File: src/rtl/core/swrsi_pkg.sv
// ----------------------------------------------------------------------------
// swrsi_pkg
// Word types and fixed constants of the sliding-window RSI block.
// ----------------------------------------------------------------------------
package swrsi_pkg;

  // fixed field widths of the channel words
  localparam int PRICE_W = 32;
  localparam int RSI_W   = 15;
  localparam int CFG_W   = 7;

  // window length after reset
  localparam logic [CFG_W-1:0] CFG_WLEN_RESET = 7'd14;

  // RSI full scale is 100 * 256; flat windows report 50 * 256
  localparam logic [RSI_W-1:0] RSI_FULL_SCALE = 15'd25600;
  localparam logic [RSI_W-1:0] RSI_HALF_SCALE = 15'd12800;

  // quotient bits produced by the divider (result < 2^15)
  localparam int QUO_BITS = RSI_W;

  // input word
  typedef struct packed {
    logic [PRICE_W-1:0] price;
    logic               restart;
  } in_word_t;

  // result word
  typedef struct packed {
    logic [RSI_W-1:0] rsi_scaled;
    logic             flat;
  } out_word_t;

  // sequencer states
  typedef enum logic [4:0] {
    ST_IDLE = 5'b00001,
    ST_UPD  = 5'b00010,
    ST_CALC = 5'b00100,
    ST_DIV  = 5'b01000,
    ST_RND  = 5'b10000
  } state_t;

endpackage

File: src/rtl/core/sliding_window_rsi.sv
// ----------------------------------------------------------------------------
// sliding_window_rsi
// Simple-average RSI over a sliding window of prices, change history in RAM.
// ----------------------------------------------------------------------------
// A price with a result goes through UPD, CALC, the 15-step restoring divider (DIV)
//   and RND, where out_stall can hold it; a flat window skips DIV. While the window
//   fills a price goes through UPD only; the first price of a series stays in IDLE.
//   No price is taken outside IDLE; the history RAM is read then and written in UPD.
// Reset (rst_n, synchronous): window length 14, no history, no pending word; the
//   history RAM is not cleared, the fill count guards every read.
module sliding_window_rsi #(
  parameter int MAX_WINDOW = 64,
  parameter int PRICE_BITS = 32
) (
  input  logic                          clk,
  input  logic                          rst_n,
  input  logic                          in_valid,
  output logic                          in_stall,
  input  swrsi_pkg::in_word_t           in_data,
  output logic                          out_valid,
  input  logic                          out_stall,
  output swrsi_pkg::out_word_t          out_data,
  input  logic                          cfg_we,
  input  logic [swrsi_pkg::CFG_W-1:0]   cfg_wdata
);
  import swrsi_pkg::*;

  // derived widths
  localparam int PTR_W  = (MAX_WINDOW > 2) ? $clog2(MAX_WINDOW) : 1;
  localparam int WCNT_W = $clog2(MAX_WINDOW + 1);
  localparam int CW     = (WCNT_W > CFG_W) ? WCNT_W : CFG_W;
  localparam int IW     = CW + 1;
  localparam int CH_W   = PRICE_BITS + 1;
  localparam int SUM_W  = PRICE_BITS + PTR_W;
  localparam int N_W    = SUM_W + QUO_BITS;
  localparam int PX     = (PRICE_BITS > PRICE_W) ? PRICE_BITS : PRICE_W;
  localparam int CNT_W  = $clog2(QUO_BITS);

  // registers
  state_t                  state_r, state_nxt;
  logic [CFG_W-1:0]        wlen_r, wlen_nxt;
  logic [PRICE_BITS-1:0]   prev_r, prev_nxt;
  logic [SUM_W-1:0]        up_r, up_nxt;
  logic [SUM_W-1:0]        dn_r, dn_nxt;
  logic [CW-1:0]           fill_r, fill_nxt;
  logic [PTR_W-1:0]        ptr_r, ptr_nxt;
  logic signed [CH_W-1:0]  chg_r, chg_nxt;
  logic                    sub_r, sub_nxt;
  logic [SUM_W-1:0]        t_r, t_nxt;
  logic [SUM_W-1:0]        rem_r, rem_nxt;
  logic [QUO_BITS-1:0]     nlo_r, nlo_nxt;
  logic [QUO_BITS-1:0]     quo_r, quo_nxt;
  logic [CNT_W-1:0]        cnt_r, cnt_nxt;
  logic                    flat_r, flat_nxt;
  logic                    out_valid_r, out_valid_nxt;
  out_word_t               out_data_r, out_data_nxt;

  // history RAM
  logic signed [CH_W-1:0]  hist_mem [MAX_WINDOW];
  logic signed [CH_W-1:0]  rd_q;
  logic                    rd_en;
  logic [PTR_W-1:0]        rd_addr;
  logic                    wr_en;

  // combinational helpers
  logic [PX-1:0]           price_x;
  logic [PRICE_BITS-1:0]   price_m;
  logic [CW-1:0]           wlen_x, w_eff;
  logic [CW-1:0]           fill_eff;
  logic [IW-1:0]           ptr_e, wm1, old_idx;
  logic                    in_take;
  logic signed [CH_W-1:0]  new_neg, old_neg;
  logic [PRICE_BITS-1:0]   new_mag, old_mag;
  logic                    new_pos, old_pos;
  logic [N_W-1:0]          n_full;
  logic [SUM_W:0]          div_sh;
  logic                    div_ge;
  logic                    rnd_up;

  assign in_stall  = (state_r != ST_IDLE);
  assign in_take   = in_valid && !in_stall;
  assign out_valid = out_valid_r;
  assign out_data  = out_data_r;

  // price masked to the configured width
  assign price_x = PX'(in_data.price);
  assign price_m = price_x[PRICE_BITS-1:0];

  // window length clamped to 2..MAX_WINDOW
  assign wlen_x = CW'(wlen_r);
  always_comb begin
    if (wlen_x < CW'(2)) begin
      w_eff = CW'(2);
    end else if (wlen_x > CW'(MAX_WINDOW)) begin
      w_eff = CW'(MAX_WINDOW);
    end else begin
      w_eff = wlen_x;
    end
  end

  assign fill_eff = in_data.restart ? '0 : fill_r;

  // entry leaving the window: ptr - (w - 1), modulo the RAM depth
  assign ptr_e = IW'(ptr_r);
  assign wm1   = IW'(w_eff) - IW'(1);
  assign old_idx = (ptr_e >= wm1) ? (ptr_e - wm1) : (ptr_e + IW'(MAX_WINDOW) - wm1);

  // magnitudes of the entering and leaving changes
  assign new_neg = -chg_r;
  assign old_neg = -rd_q;
  assign new_pos = !chg_r[CH_W-1] && (chg_r != '0);
  assign old_pos = !rd_q[CH_W-1] && (rd_q != '0);
  assign new_mag = chg_r[CH_W-1] ? new_neg[PRICE_BITS-1:0] : chg_r[PRICE_BITS-1:0];
  assign old_mag = rd_q[CH_W-1] ? old_neg[PRICE_BITS-1:0] : rd_q[PRICE_BITS-1:0];

  // 25600 * U as shifts: 25600 = 2^14 + 2^13 + 2^10
  assign n_full = (N_W'(up_r) << 14) + (N_W'(up_r) << 13) + (N_W'(up_r) << 10);

  // one restoring divide step
  assign div_sh = {rem_r, nlo_r[QUO_BITS-1]};
  assign div_ge = (div_sh >= {1'b0, t_r});

  // round half up: 2*rem >= T
  assign rnd_up = ({rem_r, 1'b0} >= {1'b0, t_r});

  // RAM ports
  assign rd_en   = in_take && (fill_eff != '0);
  assign rd_addr = old_idx[PTR_W-1:0];
  assign wr_en   = (state_r == ST_UPD);

  always_ff @(posedge clk) begin
    if (wr_en) begin
      hist_mem[ptr_r] <= chg_r;
    end
    if (rd_en) begin
      rd_q <= hist_mem[rd_addr];
    end
  end

  // sequencer and datapath
  always_comb begin
    state_nxt     = state_r;
    wlen_nxt      = wlen_r;
    prev_nxt      = prev_r;
    up_nxt        = up_r;
    dn_nxt        = dn_r;
    fill_nxt      = fill_r;
    ptr_nxt       = ptr_r;
    chg_nxt       = chg_r;
    sub_nxt       = sub_r;
    t_nxt         = t_r;
    rem_nxt       = rem_r;
    nlo_nxt       = nlo_r;
    quo_nxt       = quo_r;
    cnt_nxt       = cnt_r;
    flat_nxt      = flat_r;
    out_valid_nxt = out_valid_r && out_stall;
    out_data_nxt  = out_data_r;

    unique case (state_r)
      ST_IDLE: begin
        if (cfg_we) begin
          // new window length starts a new series
          wlen_nxt = cfg_wdata;
          fill_nxt = '0;
          up_nxt   = '0;
          dn_nxt   = '0;
          ptr_nxt  = '0;
        end else if (in_take) begin
          prev_nxt = price_m;
          if (fill_eff == '0) begin
            // first price of a series
            fill_nxt = CW'(1);
            if (in_data.restart) begin
              up_nxt  = '0;
              dn_nxt  = '0;
              ptr_nxt = '0;
            end
          end else begin
            chg_nxt   = $signed({1'b0, price_m}) - $signed({1'b0, prev_r});
            sub_nxt   = (fill_r >= w_eff);
            state_nxt = ST_UPD;
          end
        end
      end

      ST_UPD: begin
        // drop the leaving change, add the entering one
        up_nxt = up_r - ((sub_r && old_pos) ? SUM_W'(old_mag) : '0)
                      + (new_pos ? SUM_W'(new_mag) : '0);
        dn_nxt = dn_r - ((sub_r && !old_pos) ? SUM_W'(old_mag) : '0)
                      + (!new_pos ? SUM_W'(new_mag) : '0);
        ptr_nxt = (ptr_r == PTR_W'(MAX_WINDOW - 1)) ? '0 : ptr_r + PTR_W'(1);
        if (fill_r < w_eff) begin
          fill_nxt = fill_r + CW'(1);
        end
        if ((fill_r + CW'(1)) >= w_eff) begin
          state_nxt = ST_CALC;
        end else begin
          state_nxt = ST_IDLE;
        end
      end

      ST_CALC: begin
        // load divider with 25600*U over T = U + D
        t_nxt    = up_r + dn_r;
        flat_nxt = ((up_r + dn_r) == '0);
        rem_nxt  = n_full[N_W-1:QUO_BITS];
        nlo_nxt  = n_full[QUO_BITS-1:0];
        quo_nxt  = '0;
        cnt_nxt  = CNT_W'(QUO_BITS - 1);
        state_nxt = ((up_r + dn_r) == '0) ? ST_RND : ST_DIV;
      end

      ST_DIV: begin
        rem_nxt = div_ge ? SUM_W'(div_sh - {1'b0, t_r}) : div_sh[SUM_W-1:0];
        nlo_nxt = {nlo_r[QUO_BITS-2:0], 1'b0};
        quo_nxt = {quo_r[QUO_BITS-2:0], div_ge};
        cnt_nxt = cnt_r - CNT_W'(1);
        if (cnt_r == '0) begin
          state_nxt = ST_RND;
        end
      end

      ST_RND: begin
        // wait for the output register to free up
        if (!out_valid_r || !out_stall) begin
          out_valid_nxt           = 1'b1;
          out_data_nxt.flat       = flat_r;
          out_data_nxt.rsi_scaled = flat_r ? RSI_HALF_SCALE
                                           : quo_r + QUO_BITS'(rnd_up);
          state_nxt = ST_IDLE;
        end
      end

      default: begin
        state_nxt = ST_IDLE;
      end
    endcase
  end

  // control registers
  always_ff @(posedge clk) begin
    if (!rst_n) begin
      state_r     <= ST_IDLE;
      wlen_r      <= CFG_WLEN_RESET;
      prev_r      <= '0;
      up_r        <= '0;
      dn_r        <= '0;
      fill_r      <= '0;
      ptr_r       <= '0;
      out_valid_r <= 1'b0;
    end else begin
      state_r     <= state_nxt;
      wlen_r      <= wlen_nxt;
      prev_r      <= prev_nxt;
      up_r        <= up_nxt;
      dn_r        <= dn_nxt;
      fill_r      <= fill_nxt;
      ptr_r       <= ptr_nxt;
      out_valid_r <= out_valid_nxt;
    end
  end

  // payload registers
  always_ff @(posedge clk) begin
    chg_r      <= chg_nxt;
    sub_r      <= sub_nxt;
    t_r        <= t_nxt;
    rem_r      <= rem_nxt;
    nlo_r      <= nlo_nxt;
    quo_r      <= quo_nxt;
    cnt_r      <= cnt_nxt;
    flat_r     <= flat_nxt;
    out_data_r <= out_data_nxt;
  end

  // checks
  a_rsi_range: assert property (@(posedge clk) disable iff (!rst_n)
    out_valid_r |-> (out_data_r.rsi_scaled <= RSI_FULL_SCALE))
    else $error("rsi_scaled above full scale");

  a_flat_half: assert property (@(posedge clk) disable iff (!rst_n)
    (out_valid_r && out_data_r.flat) |-> (out_data_r.rsi_scaled == RSI_HALF_SCALE))
    else $error("flat word without half scale");

  a_fill_bound: assert property (@(posedge clk) disable iff (!rst_n)
    fill_r <= w_eff)
    else $error("fill count beyond window");

  a_rem_bound: assert property (@(posedge clk) disable iff (!rst_n)
    (state_r == ST_DIV) |-> (rem_r < t_r))
    else $error("divider remainder not below divisor");

endmodule
File: config.mk
export PLATFORM = sky130hd
export DESIGN_NAME = sliding_window_rsi
export DESIGN_NICKNAME = d
export VERILOG_FILES = /design/src/rtl/core/swrsi_pkg.sv /design/src/rtl/core/sliding_window_rsi.sv
export SDC_FILE = /design/constraint.sdc
export NUM_CORES = 2
export LEC_CHECK = 0
export BUFFER_PORTS_ARGS = -buffer_cell sky130_fd_sc_hd__buf_2
export CORE_ASPECT_RATIO = 2
export CORE_UTILIZATION = 40
export DETAILED_ROUTE_END_ITERATION = 10
export HOLD_SLACK_MARGIN = 0.08
export PLACE_DENSITY = 0.65
export SETUP_SLACK_MARGIN = 0.2
export SYNTH_ARGS = -nofsm -noshare
export SYNTH_HDL_FRONTEND = slang
export SYNTH_SLANG_ARGS = --single-unit
File: constraint.sdc
create_clock -name clk -period 7.52 [get_ports clk]
set_input_delay 2.256 -clock clk [delete_from_list [all_inputs] [get_ports clk]]
set_output_delay 2.256 -clock clk [all_outputs]
set_load 0.05 [all_outputs]
==> results.json <==
{
  "final_layout_size_suffix_gt1_share_pct": 20.06,
  "rows": 270,
  "tritoncts": "done",
  "library_cell_used_as_clock_root_buffer": "sky130_fd_sc_hd__clkbuf_16",
  "outcome": "finished with violations",
  "drt_drc_violations_left": 0,
  "synth.yosys.seq_area_share_pct": 66.07,
  "die_area_mm2": 0.2733,
  "pre_cts_slack_ns": -0.05351,
  "timing.hold.ws_ns": 0.4631,
  "synthArstFlopShare_pct": 0,
  "synth_compound_gate_area_share_pct": 5.678,
  "netlist_instances": 6478,
  "min-delay-path-class": "reg -> reg",
  "synth_common_cells": "sky130_fd_sc_hd__edfxtp_1 (2296), sky130_fd_sc_hd__mux4_2 (660), sky130_fd_sc_hd__inv_1 (351)",
  "synth_top_area_share_pct": 63.59,
  "path_cells": "or3_1, or3_1, or4_1, nor3_1, and2_1, nand2_1, or3_1, o21ai_4, buf_4, a21oi_1, fa_1, inv_1, ha_1, buf_4, a21oi_1, o21bai_1, a21oi_1, o21ai_0, a21oi_1, o211ai_1, nand2_1, o311ai_0, xnor2_1, o21ai_0",
  "ys.flop_type": "sky130_fd_sc_hd__edfxtp_1",
  "grt.met3_usage_pct": 2.012,
  "totalPowerFinal_mw": 37.22,
  "postRouteAntennaNets": 0,
  "critPathLaunchType": "flip-flop",
  "syn2layout_area_growth_pct": 12.15,
  "layout.nets": 7124,
  "finalHoldViolations": 0,
  "yosys.area.top_type": "sky130_fd_sc_hd__edfxtp_1",
  "latest_clock_arrival_within_the_worst_skew_pair_ns": 0.90,
  "busiest_layer": "met2",
  "yosys.area_share.xor_xnor_pct": 1.987,
  "timing.clock.skew_ns": 0.06279,
  "synthesis.nets": 6878,
  "synth-simple-area-share_pct": 5.074,
  "final_max_slew_viol_count": 4,
  "max_cap_viol_count": 1,
  "post_synth_instance_area_mm2": 0.1084,
  "cts_setup_buffers": 0,
  "cts.sink_count": 2430,
  "required_ns": 8.27,
  "syn_avg_cell_area_um2": 16.74,
  "vias_per_cell": 5.704,
  "grt_pass1_vias": 62390,
  "synth.mux.area_fraction_pct": 14.23,
  "ir_drop_v": 0.0003661,
  "groute.layer.met2.usage_pct": 39.17,
  "hold_buffers": 0,
  "yosys.cell_types.count": 75,
  "globalplace.congestion": 0.9074,
  "coreArea_mm2": 0.2699,
  "start_util_pct": 40.17,
  "largest_net_degree_at_the_start_of_global_routing": 104,
  "antenna_violations_before_repair": 5,
  "max_slew_margin_pct": -1.481,
  "initialDrtViolationCount": 5139,
  "detailroute.via_count": 59490,
  "cp_data_arrival_time_ns": 7.70,
  "critical-path-slowest-cell": "sky130_fd_sc_hd__o21ai_0",
  "top_level_ports": 63,
  "grt_setup_unrepaired": "yes",
  "setup_slack_ns": 0.5773,
  "chipWidth_um": 370.1,
  "synth_most_common_cell": "sky130_fd_sc_hd__edfxtp_1",
  "clk_pin_slew_worst_paths_ns": 0.07,
  "postLayoutCellArea_mm2": 0.1216,
  "floorplan.die.height_um": 738.3,
  "worst-setup-path-type": "reg -> reg",
  "cellLeakagePower_nw": 40.71,
  "ctsLongestPathBuffers": 4,
  "synthTopCellsByArea": "sky130_fd_sc_hd__edfxtp_1 (64%), sky130_fd_sc_hd__mux4_2 (14%), sky130_fd_sc_hd__ha_1 (2.9%), sky130_fd_sc_hd__dfxtp_1 (2.5%), sky130_fd_sc_hd__fa_1 (1.9%)",
  "synth_top_family_by_area": "multiplexers",
  "count_of_input_and_output_buffers": 62,
  "placement.cell_area_mm2": 0.1148,
  "synth_fa_ha_area_share_pct": 4.810,
  "drt_pass1_iterations": 5,
  "htree_num_levels": 4,
  "synth.ff_latch_count": 2430,
  "dp_hpwl_mm": 184.3,
  "layout_min_cycle_time_ns": 6.943,
  "grt_overflow": 0,
  "detail_route.wl_per_cell_um": 26.67,
  "setup_total_negative_slack_ns": 0,
  "worst-slew-pin-transition_ns": 1.513,
  "powerDensity_mw_per_mm2": 306.1,
  "grt_pass1_wl_mm": 407.4,
  "failing_checks": "max-capacitance violations, max-slew violations",
  "cts-buffers-inserted": 213,
  "grt_total_usage_pct": 20.32,
  "met1_usage_pct": 21.47,
  "fin_crit_sh_pct": 92.32,
  "ys_warn_count": 0,
  "crit_path_frequent_cell": "sky130_fd_sc_hd__a21oi_1",
  "setup_viol": 0,
  "worstPathMaxFanout": 6,
  "final_wirelength_mm": 278.1,
  "cp-end-kind": "flip-flop",
  "max_stage_delay_ns": 0.55,
  "edff_count_synth": 2296,
  "max_freq_mhz": 144.0
}
==> per-layer routing <==
layer	wire length, um	vias to the layer above
li1	-	25940
met5	20	-
met2	155100	1898
met1	93990	30980
met4	16080	2
met3	12990	677
==> stage by stage <==
step | utilization, % | cells
finish | 45.05 | 10430
global route | 45.05 | 10430
CTS | 45.03 | 10430
detailed placement | 42.52 | 10050
global placement | 42.52 | 10050
floorplan | - | 6478
==> layout make-up <==
class                   instances  area [um^2]
clock buffers                 257         5588
multi-input cells            3426        35120
fillers                     22740       148300
well taps                    3536         4424
diodes                          2        5.005
flip-flops and latches       2430        71630
clock inverters               127         1152
inverters                     352         1321
repair buffers                301         2355
==> cells in the final DEF, fill, tap and decap left out, types with 16 or more instances in the layout <==
master and count:
sky130_fd_sc_hd__a211oi_1 57, sky130_fd_sc_hd__a21boi_0 49, sky130_fd_sc_hd__a21o_1 127, sky130_fd_sc_hd__a21oi_1 246
sky130_fd_sc_hd__a22oi_1 39, sky130_fd_sc_hd__a31oi_1 22, sky130_fd_sc_hd__and2_1 33, sky130_fd_sc_hd__and3_1 30
sky130_fd_sc_hd__buf_12 20, sky130_fd_sc_hd__buf_2 62, sky130_fd_sc_hd__buf_4 219, sky130_fd_sc_hd__bufinv_16 16
sky130_fd_sc_hd__clkbuf_1 37, sky130_fd_sc_hd__clkbuf_16 215, sky130_fd_sc_hd__clkinv_1 43, sky130_fd_sc_hd__clkinv_2 35
sky130_fd_sc_hd__dfxtp_1 134, sky130_fd_sc_hd__edfxtp_1 2296, sky130_fd_sc_hd__fa_1 102, sky130_fd_sc_hd__ha_1 251
sky130_fd_sc_hd__inv_1 351, sky130_fd_sc_hd__mux2i_1 54, sky130_fd_sc_hd__mux4_2 660, sky130_fd_sc_hd__nand2_1 330
sky130_fd_sc_hd__nand2b_1 45, sky130_fd_sc_hd__nand3_1 77, sky130_fd_sc_hd__nand4_1 35, sky130_fd_sc_hd__nor2_1 231
sky130_fd_sc_hd__nor2_4 65, sky130_fd_sc_hd__nor2b_1 118, sky130_fd_sc_hd__nor3_1 59, sky130_fd_sc_hd__nor4_1 20
sky130_fd_sc_hd__o211ai_1 25, sky130_fd_sc_hd__o21a_1 40, sky130_fd_sc_hd__o21ai_0 220, sky130_fd_sc_hd__o21bai_1 26
sky130_fd_sc_hd__o31ai_1 18, sky130_fd_sc_hd__or3_1 34, sky130_fd_sc_hd__xnor2_1 128, sky130_fd_sc_hd__xor2_1 114
==> logic make-up (layout without fill, tap and decap cells) <==
family / after synthesis / count (layout)
compound gates: 966 / 966
xor+xnor: 246 / 246
fa+ha+maj: 355 / 355
buf+inv: 622 / 1037
flops: 2430 / 2430
mux: 716 / 716
other cells: 0 / 2
simple gates: 1143 / 1143
==> worst max-delay path, delay by kind of cell (launching register included) <==
| family | cells | cell delay (ns) |
|---|---|---|
| flops | 1 | 0.41 |
| fa+ha+maj | 2 | 0.82 |
| xor+xnor | 1 | 0.16 |
| compound gates | 10 | 2.65 |
| simple gates | 8 | 2.40 |
| buf+inv | 3 | 0.38 |
==> worst paths after layout <==
path,start,endpoint,slack [ns],cells past startpoint
max,rd_q[13],up_r[37],0.58,24
min,prev_r[21],prev_r[21],0.46,2
max reg2reg,rd_q[13],up_r[37],0.58,24
min reg2reg,prev_r[21],prev_r[21],0.46,2
==> state kept, by name (all words and copies together), names as in the netlist <==
signal / flops
chg_r: 33
cnt_r: 4
dn_r: 38
fill_r: 7
flat_r: 1
hist_mem: 2112
nlo_r: 5
out_data: 16
out_valid: 1
prev_r: 32
ptr_r: 6
quo_r: 15
rd_q: 33
rem_r: 38
state_r: 5
sub_r: 1
t_r: 38
up_r: 38
wlen_r: 7
==> repair_timing <==
item	CTS	global route
pin swaps	0	1
resized for setup	4	8
endpoints found under the setup margin	2	8
==> report_power, final <==
part           internal [mW]  total (mW)  leakage (nW)  switching (mW)
logic                   5.44        11.4          15.8            5.99
registers               14.9        15.0          21.7          0.0769
clock network           5.87        10.8          3.27            4.96
total                   26.2        37.2          40.7            11.0
No activity file was read; power rests on OpenSTA's default activity.
